File: src/tpbkt_pkg.sv
// ----------------------------------------------------------------------------
// tpbkt_pkg
// Shared types and constants of the two-pool blocked keyword table.
// ----------------------------------------------------------------------------
package tpbkt_pkg;

  localparam int unsigned VolatileDepthDef   = 16;
  localparam int unsigned PersistentDepthDef = 16;
  localparam int unsigned IdWidthDef         = 16;

  // fixed widths of the beat fields
  localparam int unsigned KeywordW = 16;
  localparam int unsigned UsedW    = 5;

  typedef enum logic [1:0] {
    OP_ADD    = 2'd0,
    OP_REMOVE = 2'd1,
    OP_QUERY  = 2'd2,
    OP_CLEAR  = 2'd3
  } op_e;

  typedef enum logic [1:0] {
    ST_OK        = 2'd0,
    ST_ALREADY   = 2'd1,
    ST_FULL      = 2'd2,
    ST_NOT_FOUND = 2'd3
  } status_e;

  typedef enum logic [3:0] {
    S_IDLE,
    S_FV_RD,
    S_FV_CMP,
    S_FP_RD,
    S_FP_CMP,
    S_DV_RD,
    S_DV_WR,
    S_DP_RD,
    S_DP_WR,
    S_APP_V,
    S_APP_P,
    S_DONE
  } ctrl_state_e;

  // pool: 0 volatile, 1 persistent
  typedef struct packed {
    logic pool;
    logic key_load;
    logic idx_clr;
    logic idx_inc;
    logic rd_en;
    logic rd_next;
    logic wr_en;
    logic app_en;
    logic cnt_dec;
    logic clear;
  } dp_cmd_t;

  typedef struct packed {
    logic at_end;
    logic last;
    logic match;
    logic v_full;
    logic p_full;
  } dp_stat_t;

endpackage

File: src/tpbkt_ram.sv
// ----------------------------------------------------------------------------
// tpbkt_ram
// Generic single-write, single-read RAM with registered read data.
// ----------------------------------------------------------------------------
module tpbkt_ram #(
  parameter int unsigned Width = 16,
  parameter int unsigned Depth = 16,
  localparam int unsigned AddrW = (Depth > 1) ? $clog2(Depth) : 1
) (
  input  logic             clk_i,
  input  logic             we_i,
  input  logic [AddrW-1:0] waddr_i,
  input  logic [Width-1:0] wdata_i,
  input  logic             re_i,
  input  logic [AddrW-1:0] raddr_i,
  output logic [Width-1:0] rdata_o
);

  logic [Width-1:0] mem_q [Depth];
  logic [Width-1:0] rdata_q;

  always_ff @(posedge clk_i) begin
    if (we_i) begin
      mem_q[waddr_i] <= wdata_i;
    end
    if (re_i) begin
      rdata_q <= mem_q[raddr_i];
    end
  end

  assign rdata_o = rdata_q;

endmodule

File: src/tpbkt_datapath.sv
// ----------------------------------------------------------------------------
// tpbkt_datapath
// Pool RAMs, fill counts, scan index and key register of the keyword table.
// ----------------------------------------------------------------------------
module tpbkt_datapath #(
  parameter int unsigned VolatileDepth   = tpbkt_pkg::VolatileDepthDef,
  parameter int unsigned PersistentDepth = tpbkt_pkg::PersistentDepthDef,
  parameter int unsigned IdWidth         = tpbkt_pkg::IdWidthDef
) (
  input  logic                          clk_i,
  input  logic                          rst_ni,
  input  logic [tpbkt_pkg::KeywordW-1:0] keyword_i,
  input  tpbkt_pkg::dp_cmd_t            cmd_i,
  output tpbkt_pkg::dp_stat_t           stat_o,
  output logic [tpbkt_pkg::UsedW-1:0]   volatile_used_o,
  output logic [tpbkt_pkg::UsedW-1:0]   persistent_used_o
);

  localparam int unsigned KeyW = (IdWidth < tpbkt_pkg::KeywordW) ? IdWidth
                                                                 : tpbkt_pkg::KeywordW;
  localparam int unsigned VCntW = $clog2(VolatileDepth + 1);
  localparam int unsigned PCntW = $clog2(PersistentDepth + 1);
  localparam int unsigned IdxW  = (VCntW > PCntW) ? VCntW : PCntW;
  localparam int unsigned VAddrW = (VolatileDepth > 1) ? $clog2(VolatileDepth) : 1;
  localparam int unsigned PAddrW = (PersistentDepth > 1) ? $clog2(PersistentDepth) : 1;

  logic [KeyW-1:0]  key_q;
  logic [VCntW-1:0] v_cnt_q, v_cnt_d;
  logic [PCntW-1:0] p_cnt_q, p_cnt_d;
  logic [IdxW-1:0]  idx_q, idx_d;

  logic [IdxW-1:0]  v_cnt_x, p_cnt_x, cnt_sel;
  logic [IdxW:0]    idx_nxt_w;
  logic [IdxW-1:0]  raddr_full, v_waddr_full, p_waddr_full;
  logic [KeyW-1:0]  v_rdata, p_rdata, rdata_sel, v_wdata, p_wdata;
  logic             v_we, p_we, v_re, p_re;
  logic [31:0]      v_used_x, p_used_x;

  assign v_cnt_x   = IdxW'(v_cnt_q);
  assign p_cnt_x   = IdxW'(p_cnt_q);
  assign cnt_sel   = cmd_i.pool ? p_cnt_x : v_cnt_x;
  assign rdata_sel = cmd_i.pool ? p_rdata : v_rdata;
  assign idx_nxt_w = {1'b0, idx_q} + 1'b1;

  always_ff @(posedge clk_i) begin
    if (cmd_i.key_load) begin
      key_q <= keyword_i[KeyW-1:0];
    end
  end

  always_comb begin
    v_cnt_d = v_cnt_q;
    p_cnt_d = p_cnt_q;
    if (cmd_i.clear) begin
      v_cnt_d = '0;
      p_cnt_d = '0;
    end else if (cmd_i.app_en) begin
      if (cmd_i.pool) p_cnt_d = PCntW'(p_cnt_q + 1'b1);
      else            v_cnt_d = VCntW'(v_cnt_q + 1'b1);
    end else if (cmd_i.cnt_dec) begin
      if (cmd_i.pool) p_cnt_d = PCntW'(p_cnt_q - 1'b1);
      else            v_cnt_d = VCntW'(v_cnt_q - 1'b1);
    end
  end

  always_comb begin
    idx_d = idx_q;
    if (cmd_i.idx_clr) begin
      idx_d = '0;
    end else if (cmd_i.idx_inc) begin
      idx_d = idx_nxt_w[IdxW-1:0];
    end
  end

  always_ff @(posedge clk_i or negedge rst_ni) begin
    if (!rst_ni) begin
      v_cnt_q <= '0;
      p_cnt_q <= '0;
      idx_q   <= '0;
    end else begin
      v_cnt_q <= v_cnt_d;
      p_cnt_q <= p_cnt_d;
      idx_q   <= idx_d;
    end
  end

  // drop reads one slot ahead and writes it back one slot lower
  assign raddr_full   = cmd_i.rd_next ? idx_nxt_w[IdxW-1:0] : idx_q;
  assign v_waddr_full = cmd_i.app_en ? v_cnt_x : idx_q;
  assign p_waddr_full = cmd_i.app_en ? p_cnt_x : idx_q;
  assign v_wdata      = cmd_i.app_en ? key_q : v_rdata;
  assign p_wdata      = cmd_i.app_en ? key_q : p_rdata;
  assign v_we = (cmd_i.wr_en || cmd_i.app_en) && !cmd_i.pool;
  assign p_we = (cmd_i.wr_en || cmd_i.app_en) &&  cmd_i.pool;
  assign v_re = cmd_i.rd_en && !cmd_i.pool;
  assign p_re = cmd_i.rd_en &&  cmd_i.pool;

  tpbkt_ram #(
    .Width (KeyW),
    .Depth (VolatileDepth)
  ) u_v_ram (
    .clk_i   (clk_i),
    .we_i    (v_we),
    .waddr_i (v_waddr_full[VAddrW-1:0]),
    .wdata_i (v_wdata),
    .re_i    (v_re),
    .raddr_i (raddr_full[VAddrW-1:0]),
    .rdata_o (v_rdata)
  );

  tpbkt_ram #(
    .Width (KeyW),
    .Depth (PersistentDepth)
  ) u_p_ram (
    .clk_i   (clk_i),
    .we_i    (p_we),
    .waddr_i (p_waddr_full[PAddrW-1:0]),
    .wdata_i (p_wdata),
    .re_i    (p_re),
    .raddr_i (raddr_full[PAddrW-1:0]),
    .rdata_o (p_rdata)
  );

  assign stat_o.at_end = (idx_q >= cnt_sel);
  assign stat_o.last   = (idx_nxt_w >= {1'b0, cnt_sel});
  assign stat_o.match  = (rdata_sel == key_q);
  assign stat_o.v_full = (32'(v_cnt_q) >= VolatileDepth);
  assign stat_o.p_full = (32'(p_cnt_q) >= PersistentDepth);

  assign v_used_x          = 32'(v_cnt_q);
  assign p_used_x          = 32'(p_cnt_q);
  assign volatile_used_o   = v_used_x[tpbkt_pkg::UsedW-1:0];
  assign persistent_used_o = p_used_x[tpbkt_pkg::UsedW-1:0];

endmodule

File: src/tpbkt_ctrl.sv
// ----------------------------------------------------------------------------
// tpbkt_ctrl
// Sequencer: find, drop and append steps per operation, result status.
// ----------------------------------------------------------------------------
module tpbkt_ctrl (
  input  logic                  clk_i,
  input  logic                  rst_ni,
  input  logic                  start_i,
  input  tpbkt_pkg::op_e        op_i,
  input  logic                  sel_i,
  input  tpbkt_pkg::dp_stat_t   stat_i,
  output tpbkt_pkg::dp_cmd_t    cmd_o,
  output logic                  busy_o,
  output logic                  valid_o,
  output tpbkt_pkg::status_e    status_o,
  output logic                  blocked_o
);

  tpbkt_pkg::ctrl_state_e state_q, state_d;
  tpbkt_pkg::op_e         op_q;
  logic                   sel_q;
  tpbkt_pkg::status_e     status_q, status_d;
  logic                   blocked_q, blocked_d;
  logic                   accept;

  assign accept = start_i && (state_q == tpbkt_pkg::S_IDLE);

  always_ff @(posedge clk_i or negedge rst_ni) begin
    if (!rst_ni) begin
      state_q   <= tpbkt_pkg::S_IDLE;
      op_q      <= tpbkt_pkg::OP_ADD;
      sel_q     <= 1'b0;
      status_q  <= tpbkt_pkg::ST_OK;
      blocked_q <= 1'b0;
    end else begin
      state_q   <= state_d;
      status_q  <= status_d;
      blocked_q <= blocked_d;
      if (accept) begin
        op_q  <= op_i;
        sel_q <= sel_i;
      end
    end
  end

  always_comb begin
    state_d   = state_q;
    status_d  = status_q;
    blocked_d = blocked_q;
    cmd_o     = '0;

    unique case (state_q)
      tpbkt_pkg::S_IDLE: begin
        if (start_i) begin
          cmd_o.key_load = 1'b1;
          status_d       = tpbkt_pkg::ST_OK;
          blocked_d      = 1'b0;
          if (op_i == tpbkt_pkg::OP_CLEAR) begin
            cmd_o.clear = 1'b1;
            state_d     = tpbkt_pkg::S_DONE;
          end else if (op_i == tpbkt_pkg::OP_ADD && !sel_i && stat_i.v_full) begin
            status_d = tpbkt_pkg::ST_FULL;
            state_d  = tpbkt_pkg::S_DONE;
          end else begin
            cmd_o.idx_clr = 1'b1;
            state_d       = tpbkt_pkg::S_FV_RD;
          end
        end
      end

      tpbkt_pkg::S_FV_RD: begin
        cmd_o.pool = 1'b0;
        if (!stat_i.at_end) begin
          cmd_o.rd_en = 1'b1;
          state_d     = tpbkt_pkg::S_FV_CMP;
        end else if (op_q == tpbkt_pkg::OP_ADD && sel_q) begin
          // not in volatile pool: check room in persistent pool
          if (stat_i.p_full) begin
            status_d = tpbkt_pkg::ST_FULL;
            state_d  = tpbkt_pkg::S_DONE;
          end else begin
            cmd_o.idx_clr = 1'b1;
            state_d       = tpbkt_pkg::S_FP_RD;
          end
        end else begin
          cmd_o.idx_clr = 1'b1;
          state_d       = tpbkt_pkg::S_FP_RD;
        end
      end

      tpbkt_pkg::S_FV_CMP: begin
        cmd_o.pool = 1'b0;
        if (!stat_i.match) begin
          cmd_o.idx_inc = 1'b1;
          state_d       = tpbkt_pkg::S_FV_RD;
        end else begin
          unique case (op_q)
            tpbkt_pkg::OP_ADD: begin
              if (sel_q) begin
                state_d = tpbkt_pkg::S_DV_RD;
              end else begin
                status_d = tpbkt_pkg::ST_ALREADY;
                state_d  = tpbkt_pkg::S_DONE;
              end
            end
            tpbkt_pkg::OP_REMOVE: state_d = tpbkt_pkg::S_DV_RD;
            tpbkt_pkg::OP_QUERY: begin
              blocked_d = 1'b1;
              state_d   = tpbkt_pkg::S_DONE;
            end
            default: state_d = tpbkt_pkg::S_DONE;
          endcase
        end
      end

      tpbkt_pkg::S_FP_RD: begin
        cmd_o.pool = 1'b1;
        if (!stat_i.at_end) begin
          cmd_o.rd_en = 1'b1;
          state_d     = tpbkt_pkg::S_FP_CMP;
        end else begin
          unique case (op_q)
            tpbkt_pkg::OP_ADD:
              state_d = sel_q ? tpbkt_pkg::S_APP_P : tpbkt_pkg::S_APP_V;
            tpbkt_pkg::OP_REMOVE: begin
              status_d = tpbkt_pkg::ST_NOT_FOUND;
              state_d  = tpbkt_pkg::S_DONE;
            end
            default: state_d = tpbkt_pkg::S_DONE;
          endcase
        end
      end

      tpbkt_pkg::S_FP_CMP: begin
        cmd_o.pool = 1'b1;
        if (!stat_i.match) begin
          cmd_o.idx_inc = 1'b1;
          state_d       = tpbkt_pkg::S_FP_RD;
        end else begin
          unique case (op_q)
            tpbkt_pkg::OP_ADD: begin
              if (sel_q) begin
                status_d = tpbkt_pkg::ST_ALREADY;
                state_d  = tpbkt_pkg::S_DONE;
              end else begin
                state_d = tpbkt_pkg::S_DP_RD;
              end
            end
            tpbkt_pkg::OP_REMOVE: state_d = tpbkt_pkg::S_DP_RD;
            tpbkt_pkg::OP_QUERY: begin
              blocked_d = 1'b1;
              state_d   = tpbkt_pkg::S_DONE;
            end
            default: state_d = tpbkt_pkg::S_DONE;
          endcase
        end
      end

      tpbkt_pkg::S_DV_RD: begin
        cmd_o.pool = 1'b0;
        if (!stat_i.last) begin
          cmd_o.rd_en   = 1'b1;
          cmd_o.rd_next = 1'b1;
          state_d       = tpbkt_pkg::S_DV_WR;
        end else begin
          cmd_o.cnt_dec = 1'b1;
          if (op_q == tpbkt_pkg::OP_ADD) begin
            if (stat_i.p_full) begin
              status_d = tpbkt_pkg::ST_FULL;
              state_d  = tpbkt_pkg::S_DONE;
            end else begin
              cmd_o.idx_clr = 1'b1;
              state_d       = tpbkt_pkg::S_FP_RD;
            end
          end else begin
            state_d = tpbkt_pkg::S_DONE;
          end
        end
      end

      tpbkt_pkg::S_DV_WR: begin
        // shift the next entry down one slot
        cmd_o.pool    = 1'b0;
        cmd_o.wr_en   = 1'b1;
        cmd_o.idx_inc = 1'b1;
        state_d       = tpbkt_pkg::S_DV_RD;
      end

      tpbkt_pkg::S_DP_RD: begin
        cmd_o.pool = 1'b1;
        if (!stat_i.last) begin
          cmd_o.rd_en   = 1'b1;
          cmd_o.rd_next = 1'b1;
          state_d       = tpbkt_pkg::S_DP_WR;
        end else begin
          cmd_o.cnt_dec = 1'b1;
          state_d = (op_q == tpbkt_pkg::OP_ADD) ? tpbkt_pkg::S_APP_V : tpbkt_pkg::S_DONE;
        end
      end

      tpbkt_pkg::S_DP_WR: begin
        cmd_o.pool    = 1'b1;
        cmd_o.wr_en   = 1'b1;
        cmd_o.idx_inc = 1'b1;
        state_d       = tpbkt_pkg::S_DP_RD;
      end

      tpbkt_pkg::S_APP_V: begin
        cmd_o.pool   = 1'b0;
        cmd_o.app_en = 1'b1;
        state_d      = tpbkt_pkg::S_DONE;
      end

      tpbkt_pkg::S_APP_P: begin
        cmd_o.pool   = 1'b1;
        cmd_o.app_en = 1'b1;
        state_d      = tpbkt_pkg::S_DONE;
      end

      tpbkt_pkg::S_DONE: begin
        state_d = tpbkt_pkg::S_IDLE;
      end

      default: state_d = tpbkt_pkg::S_IDLE;
    endcase
  end

  assign busy_o    = (state_q != tpbkt_pkg::S_IDLE);
  assign valid_o   = (state_q == tpbkt_pkg::S_DONE);
  assign status_o  = status_q;
  assign blocked_o = blocked_q;

endmodule

File: src/two_pool_blocked_keyword_table_top.sv
// ----------------------------------------------------------------------------
// two_pool_blocked_keyword_table_top
// Blocked keyword table with a volatile and a persistent ordered pool.
// ----------------------------------------------------------------------------
// One command beat is taken when start is high and busy is low; its result
// shows on the result ports for exactly one cycle with valid_o high, and the
// receiver cannot stall it. Each pool is a RAM with registered read, scanned
// one entry at a time through a read state and a compare state; removal closes
// the gap by moving each later entry down one slot through a read state and a
// write state. A clear, or an add to a full volatile pool, goes straight to
// the result, and busy stays high until the result cycle has passed. No
// clearing pass is needed after reset.
module two_pool_blocked_keyword_table_top #(
  parameter int unsigned VOLATILE_DEPTH   = tpbkt_pkg::VolatileDepthDef,
  parameter int unsigned PERSISTENT_DEPTH = tpbkt_pkg::PersistentDepthDef,
  parameter int unsigned ID_WIDTH         = tpbkt_pkg::IdWidthDef
) (
  input  logic                          clk_i,
  input  logic                          rst_ni,
  input  logic                          start,
  output logic                          busy,
  input  logic [1:0]                    operation_i,
  input  logic [tpbkt_pkg::KeywordW-1:0] keyword_id_i,
  input  logic                          pool_select_i,
  output logic                          valid_o,
  output logic [1:0]                    status_o,
  output logic                          is_blocked_o,
  output logic [tpbkt_pkg::UsedW-1:0]   volatile_used_o,
  output logic [tpbkt_pkg::UsedW-1:0]   persistent_used_o
);

  tpbkt_pkg::dp_cmd_t  cmd;
  tpbkt_pkg::dp_stat_t stat;
  tpbkt_pkg::status_e  status;

  tpbkt_ctrl u_ctrl (
    .clk_i     (clk_i),
    .rst_ni    (rst_ni),
    .start_i   (start),
    .op_i      (tpbkt_pkg::op_e'(operation_i)),
    .sel_i     (pool_select_i),
    .stat_i    (stat),
    .cmd_o     (cmd),
    .busy_o    (busy),
    .valid_o   (valid_o),
    .status_o  (status),
    .blocked_o (is_blocked_o)
  );

  tpbkt_datapath #(
    .VolatileDepth   (VOLATILE_DEPTH),
    .PersistentDepth (PERSISTENT_DEPTH),
    .IdWidth         (ID_WIDTH)
  ) u_datapath (
    .clk_i             (clk_i),
    .rst_ni            (rst_ni),
    .keyword_i         (keyword_id_i),
    .cmd_i             (cmd),
    .stat_o            (stat),
    .volatile_used_o   (volatile_used_o),
    .persistent_used_o (persistent_used_o)
  );

  assign status_o = status;

  a_result_while_busy: assert property (@(posedge clk_i) disable iff (!rst_ni)
    valid_o |-> busy)
    else $error("result strobe outside a command");

  a_busy_after_accept: assert property (@(posedge clk_i) disable iff (!rst_ni)
    (start && !busy) |=> busy)
    else $error("accepted command did not raise busy");

  a_single_strobe: assert property (@(posedge clk_i) disable iff (!rst_ni)
    valid_o |=> !valid_o)
    else $error("result strobe longer than one cycle");

  a_blocked_is_ok: assert property (@(posedge clk_i) disable iff (!rst_ni)
    (valid_o && is_blocked_o) |-> (status_o == tpbkt_pkg::ST_OK))
    else $error("blocked flag with non-ok status");

endmodule
File: config.mk
export PLATFORM = sky130hd
export DESIGN_NAME = two_pool_blocked_keyword_table_top
export DESIGN_NICKNAME = d
export VERILOG_FILES = /design/src/tpbkt_pkg.sv /design/src/tpbkt_ram.sv /design/src/tpbkt_datapath.sv /design/src/tpbkt_ctrl.sv /design/src/two_pool_blocked_keyword_table_top.sv
export SDC_FILE = /design/constraint.sdc
export NUM_CORES = 1
export LEC_CHECK = 0
export BUFFER_PORTS_ARGS = -buffer_cell sky130_fd_sc_hd__buf_2
export CAP_MARGIN = 20
export CORE_MARGIN = 5
export CORE_UTILIZATION = 28
export DETAILED_ROUTE_END_ITERATION = 16
export SYNTH_ARGS = -nofsm -noshare
export SYNTH_HDL_FRONTEND = slang
export SYNTH_SLANG_ARGS = --single-unit
export TNS_END_PERCENT = 100
File: constraint.sdc
create_clock -name clk_i -period 4.8 [get_ports clk_i]
set_input_delay 0.48 -clock clk_i [delete_from_list [all_inputs] [get_ports clk_i]]
set_output_delay 0.48 -clock clk_i [all_outputs]
set_load 0.005 [all_outputs]
==> flow_summary.json <==
{
  "port_buffers": 36,
  "async_reset_ff_share_pct": 4.274,
  "gp_congestion": 0.8448,
  "min_period_over_period_pct": 93.82,
  "dieWidth_um": 313.4,
  "holdPathEnd": "u_datapath.key_q[0]$_DFFE_PP_",
  "cp-end-kind": "flop",
  "power.density_nw_per_um2": 646.3,
  "synth_area_per_cell_um2": 12.13,
  "hold_path.class": "input pin to flop",
  "vias_per_cell": 5.396,
  "gr-total-overflow": 0,
  "synth_ff_type": "edfxtp_1",
  "layout_common_cells": "edfxtp_1, nand3_1, o21ai_0",
  "cts_max_path_buffers": 3,
  "layout_commonest_cell": "edfxtp_1",
  "stdcell_count": 3366,
  "slowest_delay_ns": 0.67,
  "r2r_cells": 13,
  "syn_nets": 2167,
  "setup_viol": 0,
  "clock.fmax_mhz": 222.1,
  "cts.sinks": 585,
  "ys_warn_count": 0,
  "cts_tree": "yes",
  "remaining_drc_errors": 0,
  "crit_type": "flop to flop",
  "antenna_found_initial": 2,
  "drtIter0Drc": 2130,
  "grt_pass1_vias": 17360,
  "cp_data_required_time_ns": 5.19,
  "r2r_start": "u_ctrl.state_q[0]$_DFFE_PN0N_",
  "slew_violations": 0,
  "htreeDepth": 2,
  "design.core.area_um2": 91520,
  "whs_ns": 0.02235,
  "fill_cells": 9002,
  "synth-seq-cells": 585,
  "fin_ws_ns": 0.2966,
  "r2r_setup_slack_ns": 0.30,
  "cts_root_buf": "clkbuf_16",
  "antenna_left": 0,
  "total_power_mw": 19.20,
  "grt_util_all_layers_pct": 14.54,
  "slew_headroom_pct": 27.12,
  "fp.dieH_um": 313.4,
  "syn_area_um2": 25780,
  "ys_seq_area_share_pct": 67.66,
  "fin_area_um2": 29700,
  "worst-path-max-fanout": 33,
  "dieArea_um2": 98240,
  "cp_data_arrival_time_ns": 4.90,
  "rr_endpoint": "u_datapath.u_p_ram.rdata_o[2]$_DFFE_PP_",
  "cp_cell_sequence": "or4b_4 > nand3_4 > mux2i_1 > ha_1 > a21boi_0 > o21ai_0 > a21oi_1 > nor2_1 > a211o_2 > buf_12 > nand3_1 > nand4_1 > mux2i_1",
  "numCtsBuffers": 60,
  "synth_cell_types": 77,
  "placed_area_um2": 27780,
  "cellLeakagePower_nw": 9.926,
  "grt_start_max_net_pins": 113,
  "nets": 2177,
  "drive_gt1_share_pct": 11.71,
  "syn_to_final_growth_pct": 15.21,
  "hold_depth": 1,
  "status": "complete, no violations",
  "wirelength_um": 74510,
  "rsz0062_at_grt": "false",
  "tightest_slew_ns": 1.092,
  "cap_viol_max_count": 0,
  "crit_top_cell": "mux2i_1",
  "post_cts_buffers": 0,
  "worstSetupStartpointType": "flop",
  "post_drt_wl_per_cell_um": 22.14,
  "ios": 37,
  "utilization_pct": 32.45,
  "syn_inst": 2126,
  "crit_slowest_cell": "a211o_2",
  "dp_cells": 3256,
  "synth_edf_count": 560,
  "ir_drop_mv": 0.5898,
  "grt_pass1_wl_um": 112200,
  "clkTransAtPathRegs_ns": 0.06,
  "dr.pass1.iters": 5,
  "clk_latency_ns": 0.65,
  "min_period_ns": 4.503,
  "num_vias": 18160,
  "start_util_pct": 28.17,
  "dp_slack_ns": 0.3598,
  "rows": 111,
  "finClkSkew_ns": 0.02468,
  "final_hold_viol_count": 0,
  "post-dp-hpwl_um": 42240,
  "finalSetupTns_ns": 0,
  "worstHoldStart": "keyword_id_i[0]"
}
## critical path: cells and delay by family (launching register included)
kind	cells	cell delay [ns]
and+or+nand+nor	5	1.57
AOI/OAI and AO/OA	4	1.26
DFF	1	0.45
muxes	2	0.37
buffers and inverters	1	0.30
adders and majority gates	1	0.26
## worst max path at each step
stage | start | endpoint | cells past startpoint
4_1_cts | u_ctrl.state_q[0]$_DFFE_PN0N_ | u_datapath.u_p_ram.rdata_o[2]$_DFFE_PP_ | 13
3_5_place_dp | u_ctrl.state_q[0]$_DFFE_PN0N_ | u_datapath.u_p_ram.rdata_o[2]$_DFFE_PP_ | 13
2_1_floorplan | u_ctrl.state_q[0]$_DFFE_PN0N_ | u_datapath.u_p_ram.rdata_o[0]$_DFFE_PP_ | 15
3_3_place_gp | u_ctrl.state_q[0]$_DFFE_PN0N_ | u_datapath.u_p_ram.rdata_o[9]$_DFFE_PP_ | 13
5_1_grt | u_ctrl.state_q[3]$_DFFE_PN0N_ | u_datapath.u_p_ram.rdata_o[7]$_DFFE_PP_ | 15
6_report | u_ctrl.state_q[0]$_DFFE_PN0N_ | u_datapath.u_p_ram.rdata_o[2]$_DFFE_PP_ | 13
## repair_timing
action	CTS	global route
endpoints found under the hold margin	27	0
hold buffers	3	0
gates resized for setup	0	0
setup endpoints to repair	0	0
## layout make-up
type	instances	area, um^2	area share (%)
sequential	585	17440	58.73
tap	1186	1484	4.996
clock inverter	30	312.8	1.053
multi-input combinational	1350	7734	26.04
inverter	20	75.07	0.2528
clock buffer	74	1554	5.232
antenna	2	5.005	0.01685
timing repair buffer	119	1094	3.682
## metal layers
| layer | GRT usage [%] | wire length (um) |
|---|---|---|
| met5 | 0 | 0 |
| met4 | 3.592 | 1737 |
| met3 | 2.953 | 6055 |
| met2 | 23.09 | 34440 |
| met1 | 20.59 | 32280 |
## power breakdown
| group | total, mW | switching (mW) | internal, mW | leakage (nW) |
|---|---|---|---|---|
| Combinational | 7.24 | 4.99 | 2.25 | 3.66 |
| Sequential | 7.45 | 0.454 | 7.00 | 5.36 |
| Clock | 4.50 | 1.99 | 2.51 | 0.906 |
| Total | 19.2 | 7.43 | 11.8 | 9.93 |
## cells in the mapped netlist (7+ instances only)
cell	count	area, um^2
nand4_1	66	412.9
nor2_1	75	281.5
o221ai_1	9	78.83
xor2_1	13	113.9
a211oi_1	7	52.55
a21o_1	8	60.06
a21oi_1	31	155.2
edfxtp_1	560	16820
buf_1	10	37.54
mux2i_1	50	500.5
clkbuf_1	118	442.9
nand2b_1	9	56.30
nor3_1	12	60.06
nand3_1	526	2633
xnor2_1	12	105.1
buf_2	40	200.2
dfrtp_1	25	625.6
o21ai_0	280	1401
ha_1	17	212.7
inv_1	18	67.56
nand2_1	124	465.5
## flip-flops by register name, indices dropped and copies added (netlist names), 2 cells and up
| name | flops |
|---|---|
| u_datapath.u_v_ram.rdata_o | 16 |
| u_datapath.persistent_used_o | 5 |
| u_datapath.u_p_ram.mem_q | 256 |
| u_datapath.key_q | 16 |
| u_ctrl.status_o | 2 |
| u_datapath.u_v_ram.mem_q | 256 |
| u_datapath.u_p_ram.rdata_o | 16 |
| u_datapath.volatile_used_o | 5 |
| u_ctrl.op_q | 2 |
| u_datapath.idx_q | 5 |
| u_ctrl.state_q | 4 |
## kinds of logic (layout without fill, tap and decap cells)
| group | after synthesis | count (layout) | share of synthesized area, % |
|---|---|---|---|
| and+or+nand+nor | 853 | 853 | 16.46 |
| xor gates and xnor gates | 25 | 25 | 0.8493 |
| adders and majority gates | 19 | 19 | 0.9804 |
| DFF | 585 | 585 | 67.66 |
| AOI/OAI and AO/OA | 398 | 398 | 8.848 |
| buffers and inverters | 191 | 243 | 3.048 |
| other | 0 | 2 | 0 |
| muxes | 55 | 55 | 2.160 |
Note: power is estimated with default switching activity, not from simulation.
